## src/rtl/cle_pkg.sv

```systemverilog
// cle_pkg: shared types, codes and sizes of the console line editor
// depends on nothing; imported by every module of the block

package cle_pkg;

	// line buffer size and derived widths
	localparam int LINE_CAP = 256;
	localparam int ADDR_W   = $clog2(LINE_CAP);
	localparam int CNT_W    = $clog2(LINE_CAP + 1);
	localparam int LEN_W    = 9;

	// depth of the queue between front and back
	localparam int QDEPTH = 2;
	localparam int QPTR_W = $clog2(QDEPTH);
	localparam int QCNT_W = $clog2(QDEPTH + 1);

	// console characters
	localparam logic [7:0] CH_BS = 8'h08;
	localparam logic [7:0] CH_LF = 8'h0A;
	localparam logic [7:0] CH_CR = 8'h0D;
	localparam logic [7:0] CH_SP = 8'h20;

	// action codes on the input side
	localparam logic ACT_RX   = 1'b0;
	localparam logic ACT_READ = 1'b1;

	// result kinds
	localparam logic [1:0] KIND_ECHO = 2'd0;
	localparam logic [1:0] KIND_DONE = 2'd1;
	localparam logic [1:0] KIND_READ = 2'd2;

	// classified command handed from front to back
	typedef enum logic [1:0] {
		OP_READ,
		OP_ERASE,
		OP_ENTER,
		OP_STORE
	} cmd_op_t;

	typedef struct packed {
		cmd_op_t    op;
		logic [7:0] data;   // rx byte, or read index for OP_READ
		logic       is_lf;
	} cmd_t;

endpackage

```

## src/rtl/cle_front.sv

```systemverilog
// cle_front: accepts input transactions and classifies them into commands
// depends on cle_pkg

module cle_front import cle_pkg::*; (
	input  logic        s_tvalid,
	output logic        s_tready,
	input  logic [15:0] s_tdata,   // rx_byte [7:0], read_index [15:8]
	input  logic        s_tuser,   // action
	output logic        push_valid,
	input  logic        push_ready,
	output cmd_t        push_cmd
);

	logic [7:0] rx_byte;
	logic [7:0] read_index;

	assign rx_byte    = s_tdata[7:0];
	assign read_index = s_tdata[15:8];

	// handshake passes straight to the queue
	assign s_tready   = push_ready;
	assign push_valid = s_tvalid;

	// command decode
	always_comb begin
		push_cmd.is_lf = (rx_byte == CH_LF);
		push_cmd.data  = rx_byte;
		if (s_tuser == ACT_READ) begin
			push_cmd.op   = OP_READ;
			push_cmd.data = read_index;
		end else if (rx_byte == CH_BS) begin
			push_cmd.op = OP_ERASE;
		end else if (rx_byte == CH_CR) begin
			push_cmd.op = OP_ENTER;
		end else begin
			push_cmd.op = OP_STORE;
		end
	end

endmodule

```

## src/rtl/cle_queue.sv

```systemverilog
// cle_queue: small command fifo between front and back
// depends on cle_pkg

module cle_queue import cle_pkg::*; (
	input  logic clk,
	input  logic arst_n,
	input  logic push_valid,
	output logic push_ready,
	input  cmd_t push_cmd,
	output logic pop_valid,
	input  logic pop_ready,
	output cmd_t pop_cmd
);

	cmd_t              entry_q [QDEPTH];
	logic [QPTR_W-1:0] wr_ptr_q;
	logic [QPTR_W-1:0] rd_ptr_q;
	logic [QCNT_W-1:0] fill_q;
	logic              do_push;
	logic              do_pop;

	assign push_ready = (fill_q != QCNT_W'(QDEPTH));
	assign pop_valid  = (fill_q != '0);
	assign pop_cmd    = entry_q[rd_ptr_q];
	assign do_push    = push_valid && push_ready;
	assign do_pop     = pop_valid && pop_ready;

	// storage
	always_ff @(posedge clk) begin
		if (do_push)
			entry_q[wr_ptr_q] <= push_cmd;
	end

	// pointers and fill level
	always_ff @(posedge clk or negedge arst_n) begin
		if (!arst_n) begin
			wr_ptr_q <= '0;
			rd_ptr_q <= '0;
			fill_q   <= '0;
		end else begin
			if (do_push)
				wr_ptr_q <= (wr_ptr_q == QPTR_W'(QDEPTH - 1)) ? '0 : wr_ptr_q + 1'b1;
			if (do_pop)
				rd_ptr_q <= (rd_ptr_q == QPTR_W'(QDEPTH - 1)) ? '0 : rd_ptr_q + 1'b1;
			if (do_push && !do_pop)
				fill_q <= fill_q + 1'b1;
			else if (do_pop && !do_push)
				fill_q <= fill_q - 1'b1;
		end
	end

endmodule

```

## src/rtl/cle_back.sv

```systemverilog
// cle_back: executes commands on the line buffer and drives the result register
// depends on cle_pkg

module cle_back import cle_pkg::*; (
	input  logic        clk,
	input  logic        arst_n,
	input  logic        pop_valid,
	output logic        pop_ready,
	input  cmd_t        pop_cmd,
	output logic        m_tvalid,
	input  logic        m_tready,
	output logic [23:0] m_tdata,   // out_byte [7:0], line_length [16:8], zero [23:17]
	output logic [1:0]  m_tuser,   // kind
	output logic        m_tlast
);

	typedef enum logic [2:0] {
		ST_IDLE,
		ST_ECHO,
		ST_TRIM,
		ST_TWAIT,
		ST_DONE,
		ST_READ
	} state_t;

	state_t            state_q;
	logic [CNT_W-1:0]  count_q;
	logic [CNT_W-1:0]  done_len_q;
	logic [CNT_W-1:0]  trim_n_q;
	logic [7:0]        echo_q [3];
	logic [1:0]        echo_cnt_q;
	logic [1:0]        echo_pos_q;
	logic              finish_q;
	logic [7:0]        rd_idx_q;

	// result register
	logic              m_valid_q;
	logic [7:0]        m_byte_q;
	logic [LEN_W-1:0]  m_len_q;
	logic [1:0]        m_kind_q;
	logic              m_last_q;

	// line buffer
	logic [7:0]        line_mem [LINE_CAP];
	logic [7:0]        rd_data_q;
	logic              mem_we;
	logic [ADDR_W-1:0] mem_wa;
	logic              mem_re;
	logic [ADDR_W-1:0] mem_ra;

	logic              pop;
	logic              out_ok;
	logic              emit;
	logic              room;
	logic [CNT_W-1:0]  new_cnt;
	logic              echo_end;
	logic              idx_hit;

	assign pop       = (state_q == ST_IDLE) && pop_valid;
	assign pop_ready = (state_q == ST_IDLE);
	assign out_ok    = !m_valid_q || m_tready;
	assign emit      = out_ok && (state_q inside {ST_ECHO, ST_DONE, ST_READ});
	assign room      = (count_q < CNT_W'(LINE_CAP));
	assign new_cnt   = room ? count_q + 1'b1 : count_q;
	assign echo_end  = (echo_pos_q == echo_cnt_q - 2'd1);
	assign idx_hit   = (32'(rd_idx_q) < 32'(done_len_q)) && (32'(rd_idx_q) < LINE_CAP);

	assign m_tvalid  = m_valid_q;
	assign m_tdata   = {7'd0, m_len_q, m_byte_q};
	assign m_tuser   = m_kind_q;
	assign m_tlast   = m_last_q;

	// buffer port decode
	always_comb begin
		mem_we = pop && (pop_cmd.op == OP_STORE) && room;
		mem_wa = ADDR_W'(count_q);
		mem_re = 1'b0;
		mem_ra = ADDR_W'(pop_cmd.data);
		if (pop && (pop_cmd.op == OP_READ)) begin
			mem_re = 1'b1;
		end else if ((state_q == ST_TRIM) && (trim_n_q != '0)) begin
			mem_re = 1'b1;
			mem_ra = ADDR_W'(trim_n_q - 1'b1);
		end
	end

	// line buffer, one write and one registered read port
	always_ff @(posedge clk) begin
		if (mem_we)
			line_mem[mem_wa] <= pop_cmd.data;
		if (mem_re)
			rd_data_q <= line_mem[mem_ra];
	end

	// command sequencer and result register
	always_ff @(posedge clk or negedge arst_n) begin
		if (!arst_n) begin
			state_q    <= ST_IDLE;
			count_q    <= '0;
			done_len_q <= '0;
			m_valid_q  <= 1'b0;
		end else begin
			if (emit)
				m_valid_q <= 1'b1;
			else if (m_tready)
				m_valid_q <= 1'b0;
			case (state_q)
				ST_IDLE: begin
					if (pop) begin
						echo_pos_q <= '0;
						case (pop_cmd.op)
							OP_READ: begin
								rd_idx_q <= pop_cmd.data;
								state_q  <= ST_READ;
							end
							OP_ERASE: begin
								if (count_q != '0) begin
									count_q    <= count_q - 1'b1;
									echo_q[0]  <= CH_BS;
									echo_q[1]  <= CH_SP;
									echo_q[2]  <= CH_BS;
									echo_cnt_q <= 2'd3;
									finish_q   <= 1'b0;
									state_q    <= ST_ECHO;
								end
							end
							OP_ENTER: begin
								echo_q[0]  <= CH_LF;
								echo_q[1]  <= CH_CR;
								echo_cnt_q <= 2'd2;
								finish_q   <= 1'b1;
								state_q    <= ST_ECHO;
							end
							default: begin
								count_q    <= new_cnt;
								echo_q[0]  <= pop_cmd.data;
								echo_q[1]  <= CH_CR;
								echo_cnt_q <= pop_cmd.is_lf ? 2'd2 : 2'd1;
								finish_q   <= (new_cnt >= CNT_W'(LINE_CAP));
								state_q    <= ST_ECHO;
							end
						endcase
					end
				end
				ST_ECHO: begin
					if (out_ok) begin
						m_kind_q  <= KIND_ECHO;
						m_byte_q  <= echo_q[echo_pos_q];
						m_len_q   <= '0;
						m_last_q  <= echo_end && !finish_q;
						if (echo_end) begin
							if (finish_q) begin
								trim_n_q <= count_q;
								count_q  <= '0;
								state_q  <= ST_TRIM;
							end else begin
								state_q <= ST_IDLE;
							end
						end else begin
							echo_pos_q <= echo_pos_q + 2'd1;
						end
					end
				end
				// walk back over trailing spaces, one buffer read at a time
				ST_TRIM: begin
					state_q <= (trim_n_q == '0) ? ST_DONE : ST_TWAIT;
				end
				ST_TWAIT: begin
					if (rd_data_q == CH_SP) begin
						trim_n_q <= trim_n_q - 1'b1;
						state_q  <= ST_TRIM;
					end else begin
						state_q <= ST_DONE;
					end
				end
				ST_DONE: begin
					if (out_ok) begin
						m_kind_q   <= KIND_DONE;
						m_byte_q   <= '0;
						m_len_q    <= LEN_W'(trim_n_q);
						m_last_q   <= 1'b1;
						done_len_q <= trim_n_q;
						state_q    <= ST_IDLE;
					end
				end
				ST_READ: begin
					if (out_ok) begin
						m_kind_q  <= KIND_READ;
						m_byte_q  <= idx_hit ? rd_data_q : 8'd0;
						m_len_q   <= '0;
						m_last_q  <= 1'b1;
						state_q   <= ST_IDLE;
					end
				end
				default: begin
					state_q <= ST_IDLE;
				end
			endcase
		end
	end

endmodule

```

## src/rtl/console_line_editor.sv

```systemverilog
// console_line_editor: top level, front classifier, command queue and executor
// depends on cle_pkg, cle_front, cle_queue, cle_back
//
//  channel | direction | tdata                               | tuser  | tlast
//  s_*     | in        | rx_byte [7:0], read_index [15:8]     | action | -
//  m_*     | out       | out_byte [7:0], line_length [16:8]   | kind   | last
//
// the executor handles one command at a time over the buffer ports, be it a read,
// a stored byte or a backspace; a completed line adds a trim walk over its
// trailing spaces, one buffer read per space, since the buffer has a single
// registered read port
// reset clears the count, the length of the last line and all handshake state
// the two-entry queue takes up to two more transactions while results wait on m_tready

module console_line_editor import cle_pkg::*; (
	input  logic        clk,
	input  logic        arst_n,
	input  logic        s_tvalid,
	output logic        s_tready,
	input  logic [15:0] s_tdata,   // rx_byte [7:0], read_index [15:8]
	input  logic        s_tuser,   // action
	output logic        m_tvalid,
	input  logic        m_tready,
	output logic [23:0] m_tdata,   // out_byte [7:0], line_length [16:8], zero [23:17]
	output logic [1:0]  m_tuser,   // kind
	output logic        m_tlast
);

	logic push_valid;
	logic push_ready;
	cmd_t push_cmd;
	logic pop_valid;
	logic pop_ready;
	cmd_t pop_cmd;

	// classify incoming transactions
	cle_front u_front (
		.s_tvalid   (s_tvalid),
		.s_tready   (s_tready),
		.s_tdata    (s_tdata),
		.s_tuser    (s_tuser),
		.push_valid (push_valid),
		.push_ready (push_ready),
		.push_cmd   (push_cmd)
	);

	// decoupling queue
	cle_queue u_queue (
		.clk        (clk),
		.arst_n     (arst_n),
		.push_valid (push_valid),
		.push_ready (push_ready),
		.push_cmd   (push_cmd),
		.pop_valid  (pop_valid),
		.pop_ready  (pop_ready),
		.pop_cmd    (pop_cmd)
	);

	// command execution and results
	cle_back u_back (
		.clk       (clk),
		.arst_n    (arst_n),
		.pop_valid (pop_valid),
		.pop_ready (pop_ready),
		.pop_cmd   (pop_cmd),
		.m_tvalid  (m_tvalid),
		.m_tready  (m_tready),
		.m_tdata   (m_tdata),
		.m_tuser   (m_tuser),
		.m_tlast   (m_tlast)
	);

endmodule

```

## config.mk

```make
export PLATFORM = sky130hd
export DESIGN_NAME = console_line_editor
export DESIGN_NICKNAME = d
export VERILOG_FILES = /design/src/rtl/cle_pkg.sv /design/src/rtl/cle_front.sv /design/src/rtl/cle_queue.sv /design/src/rtl/cle_back.sv /design/src/rtl/console_line_editor.sv
export SDC_FILE = /design/constraint.sdc
export NUM_CORES = 2
export LEC_CHECK = 0
export BUFFER_PORTS_ARGS = -buffer_cell sky130_fd_sc_hd__buf_4
export CORE_MARGIN = 4
export CORE_UTILIZATION = 45
export CTS_BUF_LIST = sky130_fd_sc_hd__clkbuf_4
export DETAILED_ROUTE_END_ITERATION = 6
export HOLD_SLACK_MARGIN = 0.1
export PLACE_DENSITY_LB_ADDON = 0.25
export SLEW_MARGIN = 20
export SYNTH_ARGS = -nofsm -noshare
export SYNTH_HDL_FRONTEND = slang
export SYNTH_SLANG_ARGS = --single-unit
```

## constraint.sdc

```tcl
create_clock -name clk -period 17 [get_ports clk]
set_input_delay 3.4 -clock clk [delete_from_list [all_inputs] [get_ports clk]]
set_output_delay 3.4 -clock clk [all_outputs]
set_load 0.01 [all_outputs]
```

* Word level (Yosys, flattened, before mapping)
Memory sizes are Yosys's and may differ from the RTL's. A register that Yosys moved wholly into a read port is not among the register bits.
Cells that the tools add are included.
** Cells by class
- Add/sub/neg operators :: 9
- $lt $le $gt $ge :: 3
- Mux-type cells :: 83
- Equality and inequality tests :: 27
- Reductions and logical operators :: 45
- Bitwise logic cells :: 5
** Operators by type and width (number)
- 2-to-1 mux 9 bit :: 12
- 2-to-1 mux 8 bit :: 11
- one-hot mux 9 bit (2 select lines) :: 4
- 2-to-1 mux 2 bit :: 14
- 2-to-1 mux 1 bit :: 27
- equality test 8 x 4 -> 1 bit, second input constant :: 3
- one-hot mux 8 bit (3 select lines) :: 1
- 2-to-1 mux 3 bit :: 7
- != test 2 x 1 -> 1 bit, second input constant :: 10
- AND reduction 5 bit :: 4
- nonzero test 9 bit :: 2
- subtractor 9 x 1 -> 9 bit, second input constant :: 2
- one-hot mux 3 bit (5 select lines) :: 1
- nonzero test 2 bit :: 7
- logical AND 1 bit :: 13
- one-hot mux 2 bit (3 select lines) :: 2
- AND reduction 4 bit :: 3
- adder 9 x 1 -> 9 bit, second input constant :: 1
- >= comparator 9 bit, second input constant :: 1
- zero test 9 bit :: 1
- < comparator 8 x 9 -> 1 bit :: 1
- < comparator 9 bit, second input constant :: 1
- equality test 8 x 6 -> 1 bit, second input constant :: 1
- AND reduction 7 bit :: 1
- other kinds (26) :: 42
** Word-level totals
- Word-level logic and storage cells :: 191
- Output and inout bits :: 29
- Memories :: 3
- Memory bits (writable) :: 2094
- Register bits after elaboration :: 68
** Memory list
- u_back.line_mem :: depth 256, width 8, rd ports 1, clocked after Yosys merged registers in 1, wr ports 1, line cle_back.sv:44 : logic [7:0] line_mem [LINE_CAP];
- u_back.echo_q :: depth 3, width 8, rd ports 1, clocked after Yosys merged registers in 1, wr ports 3, line cle_back.sv:30 : logic [7:0] echo_q [3];
- u_queue.entry_q :: depth 2, width 11, rd ports 1, clocked after Yosys merged registers in 0, wr ports 1, line cle_queue.sv:15 : cmd_t entry_q [QDEPTH];

* Depth between registers and ports, before layout
- Depth in word-level cells :: 9
- Depth in mapped cells :: 16

* Hierarchy
A second synthesis with hierarchy kept.
** Unflattened totals
- Cell total of the unflattened synthesis :: 6362
- Area, all modules :: 86610.6 um2
** By module, submodules not included
- cle_back :: cells an instance 6292, times used 1, area each 85435.7 um2, sequential area each 63871.3 um2
- cle_queue :: cells an instance 52, times used 1, area each 1003.5 um2, sequential area each 760.7 um2
- cle_front :: cells an instance 18, times used 1, area each 171.4 um2, sequential area each 0.0 um2

* Worst setup path after synthesis
Ideal clock, no wire load.
- Kind :: flip-flop to flip-flop
- From :: reg u_queue.rd_ptr_q
- To :: reg u_back.rd_data_q[4] (read register of u_back.line_mem) (data pin)
- Data arrival time :: 5691 ps
- Setup time :: 281 ps
- Data required time :: 16719 ps
- Stages on the path, launching flop included :: 14
- Clock period less this slack :: 5973 ps
- Slack :: 11027 ps
- Path buffers :: 4
- Cell sequence :: dfrtp_1 -> clkbuf_1 -> mux2i_1 -> inv_1 -> mux2i_2 -> nor2_2 -> buf_4 -> buf_4 -> buf_2 -> nand3_1 -> nand4_1 -> nand4_1 -> a2111oi_0 -> o311ai_1
** RTL lines
- from (decl) :: line cle_queue.sv:17 : logic [QPTR_W-1:0] rd_ptr_q;
- from (signal assigned) :: line cle_queue.sv:44 : rd_ptr_q <= (rd_ptr_q == QPTR_W'(QDEPTH - 1)) ? '0 : rd_ptr_q + 1'b1;
- to (decl) :: line cle_back.sv:45 : logic [7:0] rd_data_q;

* Worst setup path after layout
- From :: reg u_back.trim_n_q[0]
- To :: reg u_back.rd_data_q[0] (read register of u_back.line_mem) (data pin)
** Between the ends
- Cells in the longest elaborated chain, start to end :: 4
- Elaborated cells on any way between the ends :: 7
** RTL lines
- from (decl) :: line cle_back.sv:29 : logic [CNT_W-1:0] trim_n_q;
- from (signal assigned) :: line cle_back.sv:153 : trim_n_q <= count_q;
- from (signal assigned) :: line cle_back.sv:170 : trim_n_q <= trim_n_q - 1'b1;
- parallel branches: the longest is 4 deep, another holds subtractor 9 x 1 -> 9 bit
Parallel ways; which one is timed is not known.
A chain may end at the register's enable or synchronous reset.

==> impl_metrics.json <==
{
  "clk_latency_ns": 1.39,
  "startpoint": "u_back.trim_n_q[0]$_DFFE_PP_",
  "period_minus_slack_ns": 7.48,
  "antenna_found_initial": 17,
  "final.setup_skew_ns": 0.0879,
  "cts-root-buf": "clkbuf_4",
  "p_leak_nw": 32.3,
  "reg2reg_depth": 14,
  "grt_pass1_vias": 54800,
  "synthCells": 6487,
  "gp_congestion": 0.864,
  "switching_share_pct": 39.2,
  "cts_buffers": 566,
  "hold_buffers": 0,
  "rsz0062_at_grt": "false",
  "p_comb_share_pct": 34.1,
  "die_h_um": 445,
  "worst_slew_pin_slew_ns": 1.25,
  "cp-end-kind": "register",
  "io_pins": 50,
  "cts.repair.resized": 0,
  "drtIter0Drc": 7660,
  "power_density_nw_per_um2": 174,
  "p_int_w": 0.0101,
  "ys_seq_area_share_pct": 75.1,
  "ys.flop_type": "edfxtp_1",
  "max_freq_ghz": 0.134,
  "grt_max_degree": 199,
  "crit_fanout": 59,
  "slew_headroom_pct": 16.8,
  "dr.pass1.iters": 6,
  "synth_area_um2": 86100,
  "tritoncts": "done",
  "holdPathEnd": "u_back.done_len_q[1]$_DFFE_PN0P_",
  "slew_viol_final": 0,
  "ant_nets": 0,
  "path_class": "reg -> reg",
  "yosysTopAreaCell": "edfxtp_1",
  "async_flop_share_pct": 1.20,
  "overflow": 0,
  "cts_setup_buffers": 0,
  "h-tree-depth": 6,
  "netlist_top_cells_area": "edfxtp_1 (74%), nand2_1 (7.9%), nand3_1 (4.2%)",
  "yosysWarnings": 0,
  "core_um2": 190000,
  "die_area_um2": 198000,
  "cp-start-kind": "register",
  "status": "completed",
  "synth_cell_types": 79,
  "syn_area_per_cell_um2": 13.3,
  "grt_usage_pct": 25.8,
  "vias": 57300,
  "power_frac_clock_pct": 25.4,
  "reg2reg_to": "u_back.rd_data_q[0]$_DFFE_PP_",
  "max_cap_violations": 0,
  "p_seq_share_pct": 40.5,
  "ys_ff_latch": 2158,
  "final_net_count": 6843,
  "dp_worst_setup_slack_ns": 9.63,
  "routed_wl_um": 260000,
  "hold_class": "reg -> reg",
  "reg2reg_setup_slack_ns": 9.52,
  "worstPathCellList": "inv_1 -> ha_1 -> nor4b_1 -> a21boi_2 -> mux2i_4 -> buf_4 -> nor2_4 -> buf_4 -> buf_4 -> nand3_1 -> nand4_1 -> nand4_1 -> a221oi_1 -> nand4_1",
  "cts_max_path_buffers": 4,
  "via_per_inst": 5.94,
  "fin_ws_ns": 9.52,
  "timing.hold.worst.start": "u_back.done_len_q[1]$_DFFE_PN0P_",
  "dieWidth_um": 445,
  "area_growth_pct": 10.9,
  "initial_core_util_pct": 45.3,
  "wl_per_cell_um": 27.0,
  "cts.clk_slew.worst_paths_ns": 0.06,
  "synth_top_cell_area_share_pct": 74.2,
  "hold-path-cell-count": 2,
  "drc": 0,
  "fin_setup_tns_ns": 0,
  "hold_viol": 0,
  "whs_ns": 0.493,
  "finalCritPeriodShare_pct": 44.0,
  "rr_startpoint": "u_back.trim_n_q[0]$_DFFE_PP_",
  "vdd.ir_drop.worst_mv": 0.268,
  "switching_power_w": 0.00651,
  "grt_pass1_wl_um": 375000,
  "cpPeakStageDelay_ns": 0.88,
  "cp.required_ns": 18.05,
  "worstPathArrival_ns": 8.54,
  "place_hpwl_um": 148000,
  "cp_slowest_cell": "buf_4",
  "cts_sinks": 2158,
  "io_buffers": 42,
  "rows": 160,
  "synth_edf_count": 2128,
  "layout-drive-gt1-share_pct": 14.5,
  "setup_viol": 0
}
-- routing by layer --
metal	part of all wire [%]	wire length [µm]	track usage, %
met2	46	119000	39.4
met1	39	101000	35.6
met3	11	29100	6.01
met4	4.1	10600	11.1
met5	0.040	103	0
-- per-stage QoR --
step | total power (W) | cell area, µm² | util [%] | std cells
global placement | 0.0124 | 88900 | 46.8 | 8745
floorplan | 0.0101 | 86100 | - | 6493
CTS | 0.0166 | 95400 | 50.2 | 9633
global route | 0.0173 | 95400 | 50.2 | 9637
finish | 0.0166 | 95500 | 50.2 | 9639
detailed placement | 0.0124 | 89000 | 46.8 | 8746
-- critical path: cells and delay by family (launching register included) --
kind            cells  cell delay, ns
fa+ha+maj           1            0.22
simple gates        6            2.40
mux                 1            0.40
compound gates      2            1.27
flops               1            0.52
buf+inv             4            2.31
-- cells in the final DEF, fill, tap and decap left out, drive strengths merged, types with 11 or more instances in the layout --
master / instances
nand3: 714
a21oi: 66
a22o: 11
o31ai: 13
buf: 154
and2: 13
mux2i: 170
o22ai: 15
a21o: 12
and3: 17
a32oi: 121
clkinv: 82
edfxtp: 2128
a221oi: 14
mux2: 24
ha: 19
dfrtp: 26
a31oi: 187
o21ai: 45
nor3: 19
inv: 43
clkbuf: 785
nand4: 154
nand2: 1811
nor2: 322
-- logic make-up after synthesis --
| kind of cell | share of synthesized area, % |
|---|---|
| compound gates | 4.65 |
| xor+xnor | 0.153 |
| fa+ha+maj | 0.276 |
| buf+inv | 2.26 |
| flops | 75.1 |
| mux | 2.30 |
| other cells | 0.00436 |
| simple gates | 15.3 |
-- layout make-up --
class / instances / area (µm²)
fill: 16400 / 94700
sequential: 2158 / 64600
multi-input combinational: 3892 / 19800
clock buffer: 785 / 5890
tap: 2511 / 3140
timing repair buffer: 155 / 1250
clock inverter: 102 / 569
inverter: 30 / 158
antenna: 6 / 15.0
-- sequential cells by signal (all words and copies together), names as in the netlist, 3 cells and up, named ones only --
register and count:
u_back.echo_q 10, u_back.done_len_q 9, u_back.m_byte_q 8, u_back.count_q 9
u_back.rd_data_q 8, u_back.state_q 3, u_back.m_len_q 9, u_queue.entry_q 22
u_back.line_mem 2048, u_back.trim_n_q 9, u_back.rd_idx_q 8
-- worst max-delay path by stage --
stage / slack [ns] / to
finish: 9.52 / u_back.rd_data_q[0]$_DFFE_PP_
global route: 9.27 / u_back.rd_data_q[7]$_DFFE_PP_
CTS: 9.55 / u_back.rd_data_q[5]$_DFFE_PP_
detailed placement: 9.63 / u_back.rd_data_q[5]$_DFFE_PP_
global placement: 8.96 / u_back.rd_data_q[4]$_DFFE_PP_
floorplan: 11.03 / u_back.rd_data_q[4]$_DFFE_PP_
-- power by group through the flow --
stage	registers [W]	clock network (W)	logic, W
final	0.00673	0.00422	0.00567
after global routing	0.00673	0.00460	0.00596
after CTS	0.00672	0.00429	0.00559
after detailed placement	0.00684	0	0.00557
after global placement	0.00683	0	0.00552
after floorplan	0.00690	0	0.00317
-- Yosys cell counts (11+ instances only) --
master / count
o22ai_1: 15
a21o_1: 12
nor2_1: 320
and2_1: 13
edfxtp_1: 2128
clkbuf_1: 147
buf_4: 14
and3_1: 17
nor3_1: 19
nand4_1: 154
ha_1: 19
a31oi_1: 187
a221oi_1: 14
mux2i_1: 169
nand2_1: 1811
mux2_2: 23
o21ai_0: 43
buf_2: 180
a32oi_1: 121
o31ai_1: 12
a22o_1: 11
a21oi_1: 66
nand3_1: 714
dfrtp_1: 26
buf_1: 71
inv_1: 30
No activity file was read; power rests on OpenSTA's default activity.
